File: config.mk
export PLATFORM = sky130hd
export DESIGN_NAME = bba_ctrl_flat
export DESIGN_NICKNAME = d
export VERILOG_FILES = /design/src/bba_pkg.sv /design/src/bba_if.sv /design/src/bba_ctrl.sv /design/src/flat_wrapper.sv
export SDC_FILE = /design/constraint.sdc
export NUM_CORES = 1
export LEC_CHECK = 0
export BUFFER_PORTS_ARGS = -buffer_cell sky130_fd_sc_hd__buf_4
export CORE_ASPECT_RATIO = 1.5
export CORE_UTILIZATION = 45
export DETAILED_ROUTE_END_ITERATION = 16
export HOLD_SLACK_MARGIN = 0.12
export PLACE_DENSITY = 0.73
export SLEW_MARGIN = 5
export SYNTH_ARGS = -nofsm -noshare
export SYNTH_HDL_FRONTEND = slang
export SYNTH_SLANG_ARGS = --single-unit
File: constraint.sdc
create_clock -name clock -period 6.84 [get_ports clock]
set_clock_uncertainty 0.05 [all_clocks]
set_input_delay 0.342 -clock clock [delete_from_list [all_inputs] [get_ports clock]]
set_output_delay 0.342 -clock clock [all_outputs]
set_load 0.01 [all_outputs]
File: src/bba_pkg.sv
`timescale 1ns / 1ps

package bba_pkg;

   // field widths
   localparam int ADDR_W = 22;
   localparam int CSR_W  = 11;
   localparam int BYTE_W = 8;

   // default sizes
   localparam int DEF_MAP_BYTES     = 1024;
   localparam int DEF_SECTION_BYTES = 512;

   // register reset value
   localparam logic [CSR_W-1:0] CSR_RESET = 11'd1024;

   // operation codes
   localparam logic OP_ALLOC   = 1'b0;
   localparam logic OP_RELEASE = 1'b1;

   // map byte patterns
   localparam logic [BYTE_W-1:0] FULL_BYTE   = 8'hFF;
   localparam logic [BYTE_W-1:0] TOP_BIT     = 8'h80;
   localparam logic [BYTE_W-1:0] RESET_BYTE0 = 8'hE0;

   // offset from the MSB of the first clear bit; 7 when none is clear
   function automatic logic [2:0] first_clear_from_top(input logic [BYTE_W-1:0] bits);
      logic [2:0] off;
      off = 3'd7;
      for (int k = 7; k >= 0; k--) begin
         if (!bits[7-k]) begin
            off = 3'(k);
         end
      end
      return off;
   endfunction

endpackage

File: src/bba_if.sv
`timescale 1ns / 1ps

// request channel: one allocate or release per transfer
interface bba_req_if;
   import bba_pkg::*;

   logic              valid;
   logic              ready;
   logic              operation;
   logic [ADDR_W-1:0] release_address;

   modport source (output valid, output operation, output release_address, input ready);
   modport sink   (input valid, input operation, input release_address, output ready);
endinterface

// response channel: one result per allocate
interface bba_rsp_if;
   import bba_pkg::*;

   logic              valid;
   logic              ready;
   logic [ADDR_W-1:0] section_address;
   logic              found;

   modport source (output valid, output section_address, output found, input ready);
   modport sink   (input valid, input section_address, input found, output ready);
endinterface

File: src/bba_ctrl.sv
`timescale 1ns / 1ps

module bba_ctrl #(
   parameter int MAP_BYTES     = bba_pkg::DEF_MAP_BYTES,
   parameter int SECTION_BYTES = bba_pkg::DEF_SECTION_BYTES,
   parameter int CNT_W         = $clog2(MAP_BYTES + 1),
   parameter int AW            = (MAP_BYTES > 1) ? $clog2(MAP_BYTES) : 1
) (
   input  logic                       clock,
   input  logic                       reset,
   bba_req_if.sink                    req_ch,
   bba_rsp_if.source                  rsp_ch,
   input  logic [CNT_W-1:0]           n_bytes,
   output logic                       mem_rd_en,
   output logic [AW-1:0]              mem_rd_addr,
   input  logic [bba_pkg::BYTE_W-1:0] mem_rd_data,
   output logic                       mem_wr_en,
   output logic [AW-1:0]              mem_wr_addr,
   output logic [bba_pkg::BYTE_W-1:0] mem_wr_data
);
   import bba_pkg::*;

   localparam int SB_W    = $clog2(SECTION_BYTES + 1);
   localparam int SHIFT   = ADDR_W + $clog2(SECTION_BYTES);
   localparam int RECIP_W = ADDR_W + 2;
   localparam logic [63:0] RECIP_FULL = ((64'd1 << SHIFT) / SECTION_BYTES) + 64'd1;
   localparam logic [RECIP_W-1:0] RECIP = RECIP_FULL[RECIP_W-1:0];
   localparam int BIDX_W  = ADDR_W - 3;

   typedef enum logic [2:0] {
      S_IDLE,
      S_SCAN,
      S_RESULT,
      S_REL_DIV,
      S_REL_CHK,
      S_REL_WR
   } state_type;

   state_type          state_ff;
   logic               ready_ff;
   logic [ADDR_W-1:0]  addr_ff;
   logic [ADDR_W-1:0]  section_ff;
   logic               found_ff;
   logic [CNT_W-1:0]   idx_ff;
   logic [CNT_W-1:0]   chk_idx_ff;
   logic               rdv_ff;
   logic [CNT_W-1:0]   wm_ff;
   logic               rsp_valid_ff;
   logic [ADDR_W-1:0]  rsp_addr_ff;
   logic               rsp_found_ff;

   logic                          accept;
   logic [BIDX_W-1:0]             rel_byte;
   logic [2:0]                    rel_off;
   logic                          rel_ok;
   logic [CNT_W-1:0]              eff_idx;
   logic [BYTE_W-1:0]             cur_byte;
   logic [2:0]                    alloc_off;
   logic                          scan_issue;
   logic                          scan_hit;
   logic                          scan_last;
   logic [ADDR_W+RECIP_W-1:0]     quot_prod;
   logic [ADDR_W+SB_W-1:0]        addr_prod;

   assign accept = req_ch.valid && ready_ff;

   // split the release section into byte and bit
   assign rel_byte = section_ff[ADDR_W-1:3];
   assign rel_off  = section_ff[2:0];
   assign rel_ok   = (32'(rel_byte) < 32'(n_bytes))
                     && ((32'(rel_byte) < 32'(wm_ff)) || (rel_byte == '0));

   // bytes at or above the fill mark were never written and hold their reset value
   assign eff_idx  = (state_ff == S_REL_WR) ? CNT_W'(rel_byte) : chk_idx_ff;
   assign cur_byte = (32'(eff_idx) < 32'(wm_ff)) ? mem_rd_data
                     : ((eff_idx == '0) ? RESET_BYTE0 : '0);
   assign alloc_off = first_clear_from_top(cur_byte);

   assign scan_issue = (state_ff == S_SCAN) && (32'(idx_ff) < 32'(n_bytes));
   assign scan_hit   = (state_ff == S_SCAN) && rdv_ff && (cur_byte != FULL_BYTE);
   assign scan_last  = (32'(chk_idx_ff) + 32'd1) == 32'(n_bytes);

   // address to section by reciprocal multiply, section to address by multiply
   assign quot_prod = addr_ff * RECIP;
   assign addr_prod = section_ff * SB_W'(SECTION_BYTES);

   // memory ports
   always_comb begin
      mem_rd_en   = 1'b0;
      mem_rd_addr = idx_ff[AW-1:0];
      if (scan_issue) begin
         mem_rd_en = 1'b1;
      end else if ((state_ff == S_REL_CHK) && rel_ok) begin
         mem_rd_en   = 1'b1;
         mem_rd_addr = AW'(rel_byte);
      end
   end

   always_comb begin
      mem_wr_en   = scan_hit || (state_ff == S_REL_WR);
      mem_wr_addr = eff_idx[AW-1:0];
      if (state_ff == S_REL_WR) begin
         mem_wr_data = cur_byte & ~(TOP_BIT >> rel_off);
      end else begin
         mem_wr_data = cur_byte | (TOP_BIT >> alloc_off);
      end
   end

   // sequencer, fill mark and response register
   always_ff @(posedge clock) begin
      if (reset) begin
         state_ff     <= S_IDLE;
         ready_ff     <= 1'b0;
         rdv_ff       <= 1'b0;
         wm_ff        <= '0;
         rsp_valid_ff <= 1'b0;
      end else begin
         // drop the response once it transfers, unless a new one loads
         if (rsp_valid_ff && rsp_ch.ready && (state_ff != S_RESULT)) begin
            rsp_valid_ff <= 1'b0;
         end
         case (state_ff)
            S_IDLE: begin
               if (accept) begin
                  ready_ff <= 1'b0;
                  addr_ff  <= req_ch.release_address;
                  rdv_ff   <= 1'b0;
                  idx_ff   <= '0;
                  if (req_ch.operation == OP_RELEASE) begin
                     state_ff <= S_REL_DIV;
                  end else if (n_bytes == '0) begin
                     found_ff   <= 1'b0;
                     section_ff <= '0;
                     state_ff   <= S_RESULT;
                  end else begin
                     state_ff <= S_SCAN;
                  end
               end else begin
                  ready_ff <= 1'b1;
               end
            end
            S_SCAN: begin
               // one read issued and one byte checked per cycle
               rdv_ff <= scan_issue;
               if (scan_issue) begin
                  idx_ff     <= idx_ff + 1'b1;
                  chk_idx_ff <= idx_ff;
               end
               if (scan_hit) begin
                  found_ff   <= 1'b1;
                  section_ff <= ADDR_W'({chk_idx_ff, alloc_off});
                  if (chk_idx_ff == wm_ff) begin
                     wm_ff <= wm_ff + 1'b1;
                  end
                  state_ff <= S_RESULT;
               end else if (rdv_ff && scan_last) begin
                  found_ff   <= 1'b0;
                  section_ff <= '0;
                  state_ff   <= S_RESULT;
               end
            end
            S_RESULT: begin
               // hold until the response register is free
               if (!rsp_valid_ff || rsp_ch.ready) begin
                  rsp_valid_ff <= 1'b1;
                  rsp_addr_ff  <= addr_prod[ADDR_W-1:0];
                  rsp_found_ff <= found_ff;
                  ready_ff     <= 1'b1;
                  state_ff     <= S_IDLE;
               end
            end
            S_REL_DIV: begin
               section_ff <= ADDR_W'(quot_prod >> SHIFT);
               state_ff   <= S_REL_CHK;
            end
            S_REL_CHK: begin
               if (rel_ok) begin
                  state_ff <= S_REL_WR;
               end else begin
                  ready_ff <= 1'b1;
                  state_ff <= S_IDLE;
               end
            end
            S_REL_WR: begin
               if (CNT_W'(rel_byte) == wm_ff) begin
                  wm_ff <= wm_ff + 1'b1;
               end
               ready_ff <= 1'b1;
               state_ff <= S_IDLE;
            end
            default: begin
               state_ff <= S_IDLE;
            end
         endcase
      end
   end

   assign req_ch.ready           = ready_ff;
   assign rsp_ch.valid           = rsp_valid_ff;
   assign rsp_ch.section_address = rsp_addr_ff;
   assign rsp_ch.found           = rsp_found_ff;

endmodule

File: src/flat_wrapper.sv
// flat-port wrapper written by rule: the top's interface ports become plain ports
module bba_ctrl_flat import bba_pkg::*;
#(
   parameter int MAP_BYTES     = bba_pkg::DEF_MAP_BYTES,
   parameter int SECTION_BYTES = bba_pkg::DEF_SECTION_BYTES,
   parameter int CNT_W         = $clog2(MAP_BYTES + 1),
   parameter int AW            = (MAP_BYTES > 1) ? $clog2(MAP_BYTES) : 1
)
  (clock, reset, n_bytes, mem_rd_en, mem_rd_addr, mem_rd_data, mem_wr_en, mem_wr_addr, mem_wr_data, req_ch_valid, req_ch_operation, req_ch_release_address, req_ch_ready, rsp_ch_valid, rsp_ch_section_address, rsp_ch_found, rsp_ch_ready);
  bba_req_if req_ch_i ();
  bba_rsp_if rsp_ch_i ();
  input  logic clock;
  input  logic reset;
  input  logic [CNT_W-1:0] n_bytes;
  output logic mem_rd_en;
  output logic [AW-1:0] mem_rd_addr;
  input  logic [bba_pkg::BYTE_W-1:0] mem_rd_data;
  output logic mem_wr_en;
  output logic [AW-1:0] mem_wr_addr;
  output logic [bba_pkg::BYTE_W-1:0] mem_wr_data;
  input wire logic [$bits(req_ch_i.valid)-1:0] req_ch_valid;
  input wire logic [$bits(req_ch_i.operation)-1:0] req_ch_operation;
  input wire logic [$bits(req_ch_i.release_address)-1:0] req_ch_release_address;
  output wire logic [$bits(req_ch_i.ready)-1:0] req_ch_ready;
  output wire logic [$bits(rsp_ch_i.valid)-1:0] rsp_ch_valid;
  output wire logic [$bits(rsp_ch_i.section_address)-1:0] rsp_ch_section_address;
  output wire logic [$bits(rsp_ch_i.found)-1:0] rsp_ch_found;
  input wire logic [$bits(rsp_ch_i.ready)-1:0] rsp_ch_ready;
  assign req_ch_i.valid = req_ch_valid;
  assign req_ch_i.operation = req_ch_operation;
  assign req_ch_i.release_address = req_ch_release_address;
  assign req_ch_ready = req_ch_i.ready;
  assign rsp_ch_valid = rsp_ch_i.valid;
  assign rsp_ch_section_address = rsp_ch_i.section_address;
  assign rsp_ch_found = rsp_ch_i.found;
  assign rsp_ch_i.ready = rsp_ch_ready;
  bba_ctrl #(.MAP_BYTES(MAP_BYTES), .SECTION_BYTES(SECTION_BYTES), .CNT_W(CNT_W), .AW(AW)) u_core (.clock(clock), .reset(reset), .req_ch(req_ch_i), .rsp_ch(rsp_ch_i), .n_bytes(n_bytes), .mem_rd_en(mem_rd_en), .mem_rd_addr(mem_rd_addr), .mem_rd_data(mem_rd_data), .mem_wr_en(mem_wr_en), .mem_wr_addr(mem_wr_addr), .mem_wr_data(mem_wr_data));
endmodule
==> run summary, run 1 <==
Synthesis
* **count of yosys warnings during synthesis** 0
* **top post-synthesis cells by area** edfxtp_1 35%, ha_1 10%, dfxtp_1 6.2%
* **cell type contributing the most total cell area after synthesis** edfxtp_1
* **Synth top area share** 35.0%
* **most frequent cell after synthesis** edfxtp_1
* **number of distinct library cells after synthesis** 64
* **number of enable-type register cells in the synthesized netlist** 64
* **post-synthesis register bit count** 81
* **most numerous cell types in the synthesized netlist** 64 x edfxtp_1, 59 x nand2_1, 56 x nor2_1, 44 x ha_1, 28 x nand3_1
* **dominant register cell in the synthesized netlist** edfxtp_1
* **gate count after technology mapping** 575
* **post-synthesis area per instance** 9.56 um2
* **post-synthesis async set-or-reset flop share** 0%
* **Netlist Area Pre-Place** 5500 um2
* **sequential-to-total area share from yosys stat** 41.1%

Cells and area
* **number of nets in the layout** 734
* **filler-free cell count of the finished design** 802
* **final instance area** 6430 um2
* **fraction of final layout cells sized beyond drive strength 1** 18.6%
* **synthesis-to-finish area growth** 17.0%
* **number of diodes** 0

STA
* **Highest Clock Rate** 219 MHz
* **worst slew pin tran** 1.14 ns
* **setup violators final** 0
* **Final min period** 4.57 ns
* **setup total negative slack** 0 ns
* **final count of pins violating max slew** 0
* **unrepaired setup endpoints after global routing** false
* **ratio of final minimum period to clock period** 66.8%
* **relative max-transition margin** 23.8%
* **worst setup margin** 2.27 ns
* **number of endpoints with negative hold slack in the final report** 0

Critical path
* **endpoint class of the critical path** output port
* **CP Max Fanout** 26
* **Arrival @ worst endpoint** 4.18 ns
* **Slowest Stage Delay on Critical Path** 0.85 ns
* **Buf/Inv on CP** 1
* **Data required, critical path** 6.45 ns
* **length in cells of the worst reg-to-reg path** 11
* **Critical Path, Cell by Cell** and3b_1 -> nand2_1 -> nand2_1 -> ha_1 -> a21oi_1 -> a21boi_0 -> o31ai_1 -> nand2_1 -> and2_1 -> a21oi_1 -> o21ai_0 -> buf_4
* **endpoint of the lowest-slack register-to-register path** u_core.section_ff[12]$_DFFE_PP_
* **worst setup path category** flop to output port
* **launch instance of the worst register-to-register path** u_core.state_ff[1]$_SDFFE_PP0P_
* **setup slack on the worst flop-to-flop path** 2.93 ns
* **Critical Path Most Common Cell** nand2_1
* **Top delay family on crit path** simple AND/OR/NAND/NOR gates
* **kind of start point of the critical path** flop
* **Slowest cell on crit path** dfxtp_1

Pwr
* **leakage dissipation** 2.52 nW
* **Max rail drop VDD** 0.147 mV
* **PD cells** 272 nW/um2

Route
* **routed wire length** 15,900 um
* **via/cell ratio** 5.91
* **drt first-iter violations** 355
* **vias post-DR** 4,743
* **WL/cell** 19.8 um
* **DRC violation count after routing** 0
* **first drt pass iteration count** 5
* **number of nets with antenna violations after detailed routing** 0

Global routing
* **via count of the first global-routing pass** 4,621
* **met3 track utilization from global routing** 3.75%
* **M1 GR Usage** 30.3%
* **wire length of the first global-routing pass** 24,200 um
* **largest net degree at the start of global routing** 27
* **GR Layer Usage met2** 44.9%
* **number of antenna violations at the first check in global routing** 0
* **GRT Max-Usage Layer** met2
* **Remaining Overflow, GRT** 0
* **Tot GR Track Use** 25.7%

Floorplan
* **core footprint** 12,000 um2
* **I/O Pins** 101
* **die area** 12,700 um2
* **die outline width** 92.3 um
* **initial cell density of the core** 46.0%
* **Cell Rows** 49
* **vertical die dimension** 137 um

Hold path
* **Hold Crit Start** req_ch_release_address[20]
* **Worst Hold Class** input pin to flop
* **worst hold path stage count** 1
* **end point of the worst hold path** u_core.addr_ff[20]$_DFFE_PP_

CTS
* **Worst-path clk slew** 0.07 ns
* **clk sinks** 81
* **clock root cell** clkbuf_16
* **maximum clock insertion buffer count** 2
* **clock tree from TritonCTS** yes
* **number of H-tree levels** 3
* **insertion delay of the later-clocked pin in the worst-skew pair** 0.34 ns
* **total CTS buffers** 9

Outcome
* **status** finished clean

Placed design
* **post-placement cell count** 784
* **worst setup slack before clock tree synthesis** 2.65 ns
* **post-DP HPWL** 11,800 um
* **dpl cell area** 6110 um2
* **number of buffers inserted by port buffering** 82
* **Final Wtd Congestion** 0.966

Flow run
* **total of max-cap violations** 0

## power by group
group | internal [mW] | leakage [nW] | total (mW) | switching (mW)
clock | 0.284 | 0.141 | 0.489 | 0.205
combinational | 0.225 | 1.64 | 0.510 | 0.286
sequential | 0.631 | 0.736 | 0.751 | 0.120
## placed cells by master (no fill, tap or decap), types with 11 or more instances in the layout
cell type	Yosys	routed
buf_4	13	84
edfxtp_1	64	64
nand2_1	59	59
nor2_1	56	56
ha_1	44	44
nand3_1	28	28
inv_1	27	27
a21oi_1	27	27
o21ai_0	24	24
xor2_1	22	22
dfxtp_1	17	17
nor3_1	16	15
xnor2_1	14	14
mux2_2	13	13
nor4_1	13	12
a22oi_1	11	11
## cells by family (layout without fill, tap and decap cells)
logic type / count (synthesis) / after routing / share of synthesized area (%)
compound gates: 106 / 106 / 12.9
xor+xnor: 36 / 36 / 5.74
buf+inv: 63 / 129 / 6.35
other cells: 1 / 9 / 0.0682
flops: 81 / 81 / 41.1
mux: 14 / 14 / 2.84
fa+ha+maj: 44 / 44 / 10.0
simple gates: 230 / 230 / 21.0
## final cells by class
type	count	area [um2]
well taps	153	191
fillers	1114	5530
clock buffers	10	229
clock inverters	6	67.6
repair buffers	86	651
flip-flops and latches	81	2260
inverters	27	101
multi-input cells	439	2930
## sequential cells by signal (all words and copies together), names as in the netlist
name and count:
u_core.wm_ff 11, u_core.chk_idx_ff 11, u_core.section_ff 14, u_core.rsp_ch.valid 1
u_core.found_ff 1, u_core.addr_ff 13, u_core.idx_ff 11, u_core.state_ff 3
u_core.rsp_ch.found 1, u_core.rdv_ff 1, u_core.rsp_ch.section_address 13, u_core.req_ch.ready 1
## routing by layer
layer	part of all wire [%]	up-vias
met4	4.8	0
met3	5.4	53
met5	0	-
met1	39	2265
li1	-	2229
met2	50	196
## per-stage QoR
stage                     total power, mW  hold slack [ns]  util, %
after global placement               1.25            0.364     51.1
after detailed placement             1.26            0.362     51.1
final                                1.75            0.125     53.8
after floorplan                      1.07            0.350        -
after CTS                            1.75            0.122     53.6
after global routing                 1.84            0.120     53.8
## timing repair
action	CTS	global route
endpoints found under the hold margin	0	2
gates resized for setup	0	0
setup buffers	0	0
hold buffers	0	2
## worst max path at each step
stage                                    start                        endpoint  slack, ns  depth (start not counted)
6_report       u_core.state_ff[1]$_SDFFE_PP0P_                  mem_wr_data[7]       2.27                         12
3_3_place_gp   u_core.state_ff[1]$_SDFFE_PP0P_                  mem_wr_data[7]       2.69                         12
5_1_grt        u_core.state_ff[1]$_SDFFE_PP0P_                  mem_wr_data[7]       1.85                         12
2_1_floorplan  u_core.state_ff[1]$_SDFFE_PP0P_  u_core.section_ff[0]$_DFFE_PP_       2.90                         12
4_1_cts        u_core.state_ff[1]$_SDFFE_PP0P_                  mem_wr_data[7]       2.27                         12
3_5_place_dp   u_core.state_ff[1]$_SDFFE_PP0P_                  mem_wr_data[7]       2.65                         12
No activity file was read; power rests on OpenSTA's default activity.
==> run 2: changes to the inputs <==
Settings changed: ABC_AREA from default to 1, PLACE_DENSITY 0.73 to 0.75.
Clock period 6.84 ns to 3.7 ns, I/O delays scaled along.
==> run 2 against run 1 <==
Power grew 87%. Sequential share of layout area shrank 1.8 points. Largest cell class unchanged. Utilization grew 4.5 points. Critical path type unchanged. Non-clock buffer count grew 28. Global-route usage grew 0.073 points. Routed wire length shrank 0.71%. Worst setup slack lost 2.0 ns.
==> run summary, run 2 <==
Floorplan
* **die outline width** 92.0 um, was 92.3 um
* **vertical die dimension** 137 um, about the same
* **initial cell density of the core** 46.9%, was 46.0%
* **I/O Pins** 101, unchanged
* **die area** 12,600 um2, was 12,700 um2
* **core footprint** 11,700 um2, was 12,000 um2
* **Cell Rows** 48, was 49

Cells and area
* **final core occ** 58.3%, was 53.8%
* **synthesis-to-finish area growth** 24.3%, was 17.0%
* **number of nets in the layout** 855, was 734
* **multi-input logic area** 2740 um2, was 2930 um2
* **fraction of final layout cells sized beyond drive strength 1** 18.8%, was 18.6%
* **most frequent cells in the layout** 100 x inv_1, 100 x nand2_1, 98 x buf_4, was 84 x buf_4, 64 x edfxtp_1, 59 x nand2_1
* **max FFs per register** 14, unchanged
* **most flop-heavy register** u_core.section_ff, unchanged
* **filler-free cell count of the finished design** 920, was 802
* **number of diodes** 0, unchanged
* **filler cell count in the final layout** 1,071, was 1,114
* **Sequential cell area** 2270 um2, was 2260 um2

Synthesis
* **count of yosys warnings during synthesis** 0, unchanged
* **post-synthesis register bit count** 81, unchanged
* **gate count after technology mapping** 656, was 575
* **sequential-to-total area share from yosys stat** 41.4%, was 41.1%
* **Synth top area share** 35.2%, was 35.0%
* **number of distinct library cells after synthesis** 42, was 64
* **dominant register cell in the synthesized netlist** edfxtp_1, unchanged
* **post-synthesis async set-or-reset flop share** 0%, unchanged
* **Netlist Area Pre-Place** 5460 um2, was 5500 um2
* **cell type contributing the most total cell area after synthesis** edfxtp_1, unchanged
* **most numerous cell types in the synthesized netlist** 102 x inv_1, 100 x nand2_1, 64 x edfxtp_1, 53 x nor2_1, was 64 x edfxtp_1, 59 x nand2_1, 56 x nor2_1, 44 x ha_1, 28 x nand3_1
* **number of enable-type register cells in the synthesized netlist** 64, unchanged
* **top post-synthesis cells by area** edfxtp_1 35%, ha_1 10%, inv_1 7.0%, was edfxtp_1 35%, ha_1 10%, dfxtp_1 6.2%
* **post-synthesis area per instance** 8.33 um2, was 9.56 um2
* **most frequent cell after synthesis** inv_1, was edfxtp_1

Hold path
* **Worst Hold Class** input pin to flop, unchanged

Global routing
* **via count of the first global-routing pass** 5,004, was 4,621
* **largest net degree at the start of global routing** 25, was 27
* **Tot GR Track Use** 25.8%, was 25.7%
* **number of antenna violations at the first check in global routing** 0, unchanged
* **Remaining Overflow, GRT** 0, unchanged
* **wire length of the first global-routing pass** 24,700 um, was 24,200 um

CTS
* **maximum clock insertion buffer count** 2, unchanged
* **total CTS buffers** 9, unchanged
* **insertion delay of the later-clocked pin in the worst-skew pair** 0.35 ns, was 0.34 ns
* **Worst-path clk slew** 0.07 ns, about the same
* **clock root cell** clkbuf_16, unchanged
* **clock tree from TritonCTS** yes, unchanged
* **number of H-tree levels** 3, unchanged
* **clk sinks** 81, unchanged

Critical path
* **Arrival @ worst endpoint** 3.23 ns, was 4.18 ns
* **worst setup path category** flop to output port, unchanged
* **Data required, critical path** 3.46 ns, was 6.45 ns
* **setup slack on the worst flop-to-flop path** 0.37 ns, was 2.93 ns
* **endpoint class of the critical path** output port, unchanged
* **kind of start point of the critical path** flop, unchanged
* **CP Max Fanout** 14, was 26

STA
* **worst slew pin tran** 1.13 ns, was 1.14 ns
* **worst setup margin** 0.231 ns, was 2.27 ns
* **ratio of final minimum period to clock period** 93.8%
* **relative max-transition margin** 24.0%, was 23.8%
* **Hold Worst Slack** 0.220 ns, was 0.125 ns
* **Highest Clock Rate** 288 MHz
* **final count of pins violating max slew** 0, unchanged
* **setup violators final** 0, unchanged
* **Final min period** 3.47 ns
* **number of endpoints with negative hold slack in the final report** 0, unchanged

Placed design
* **worst setup slack before clock tree synthesis** 0.237 ns, was 2.65 ns
* **number of buffers inserted by port buffering** 82, unchanged
* **post-placement cell count** 886, was 784
* **Final Wtd Congestion** 0.934, was 0.966
* **post-DP HPWL** 12,100 um, was 11,800 um

Route
* **via/cell ratio** 5.57, was 5.91
* **vias post-DR** 5,120, was 4,743
* **drt first-iter violations** 265, was 355
* **DRC violation count after routing** 0, unchanged
* **first drt pass iteration count** 5, unchanged
* **routed wire length** 15,800 um, was 15,900 um
* **number of nets with antenna violations after detailed routing** 0, unchanged
* **WL/cell** 17.1 um, was 19.8 um

Pwr
* **Max rail drop VDD** 0.345 mV, was 0.147 mV
* **total power consumption of the routed design** 3.27 mW, was 1.75 mW
* **leakage dissipation** 3.00 nW, was 2.52 nW
* **PD cells** 482 nW/um2, was 272 nW/um2

Outcome
* **status** finished clean, unchanged

Flow run
* **total of max-cap violations** 0, unchanged

## run 2: cell families (layout without fill, tap and decap cells)
logic type      count (synthesis)  count (layout)  synth area share, %
compound gates                118             118                 12.4
flops                          81              81                 41.4
buf+inv                       129             233                 9.98
xor+xnor                       36              36                 5.77
simple gates                  247             249                 20.3
other cells                     1               9               0.0686
fa+ha+maj                      44              44                 10.1
## run 2: worst paths after layout
path | depth (start not counted) | endpoint | from
worst max-delay path | 15 | mem_wr_en | u_core.state_ff[0]$_SDFFE_PP0P_
worst min-delay path | 4 | u_core.req_ch.ready$_SDFFE_PP0P_ | req_ch_valid
worst max register to register | 18 | u_core.section_ff[3]$_DFFE_PP_ | u_core.chk_idx_ff[7]$_DFFE_PP_
worst min register to register | 2 | u_core.rdv_ff$_SDFFE_PP0P_ | u_core.rdv_ff$_SDFFE_PP0P_
## run 2: metrics by stage
stage / area (um2) / TNS [ns]
final: 6790 / 0
after global routing: 6790 / -0.0316
after CTS: 6750 / 0
after detailed placement: 6290 / 0
after global placement: 6290 / 0
after floorplan: 5490 / 0
## run 2: power by group
part / internal (mW) / total (mW) / switching (mW)
Combinational: 0.418 / 1.07 / 0.652
Sequential: 1.16 / 1.30 / 0.146
Clock: 0.476 / 0.901 / 0.425
Total: 2.05 / 3.27 / 1.22
## run 2: per-layer routing
metal  global-route usage (%)  wire, um  vias to the layer above
li1                         -         -                     2439
met1                     27.4      5770                     2337
met2                     45.5      7880                      257
met3                     5.06      1030                       87
met4                     18.2      1080                        0
met5                        0         0                        -
## run 2: area by class of cell
| cell class | instances | area share [%] |
|---|---|---|
| multi-input cells | 456 | 40.4 |
| flip-flops and latches | 81 | 33.4 |
| repair buffers | 114 | 13.3 |
| inverters | 103 | 5.73 |
| clock buffers | 9 | 3.32 |
| well taps | 150 | 2.76 |
| clock inverters | 7 | 1.07 |
## run 2: repair_timing
item | in CTS | in global routing
gates cloned | 1 | 1
pin swaps | 0 | 2
setup endpoints to repair | 2 | 23
hold buffers | 15 | 0
hold endpoints to repair | 17 | 0
buffers inserted | 0 | 1
resized for setup | 0 | 12
## run 2: critical path: stages (launching register included)
cell	delay, ns
dfxtp_2	0.44
nand3_4	0.14
buf_4	0.16
o21ai_1	0.27
ha_1	0.31
a21oi_1	0.12
o21ai_0	0.12
nor2_2	0.16
buf_4	0.14
nand3_1	0.11
o21ai_2	0.21
nand3_2	0.12
nand2_2	0.14
buf_4	0.14
nand2_4	0.11
buf_4	0.18
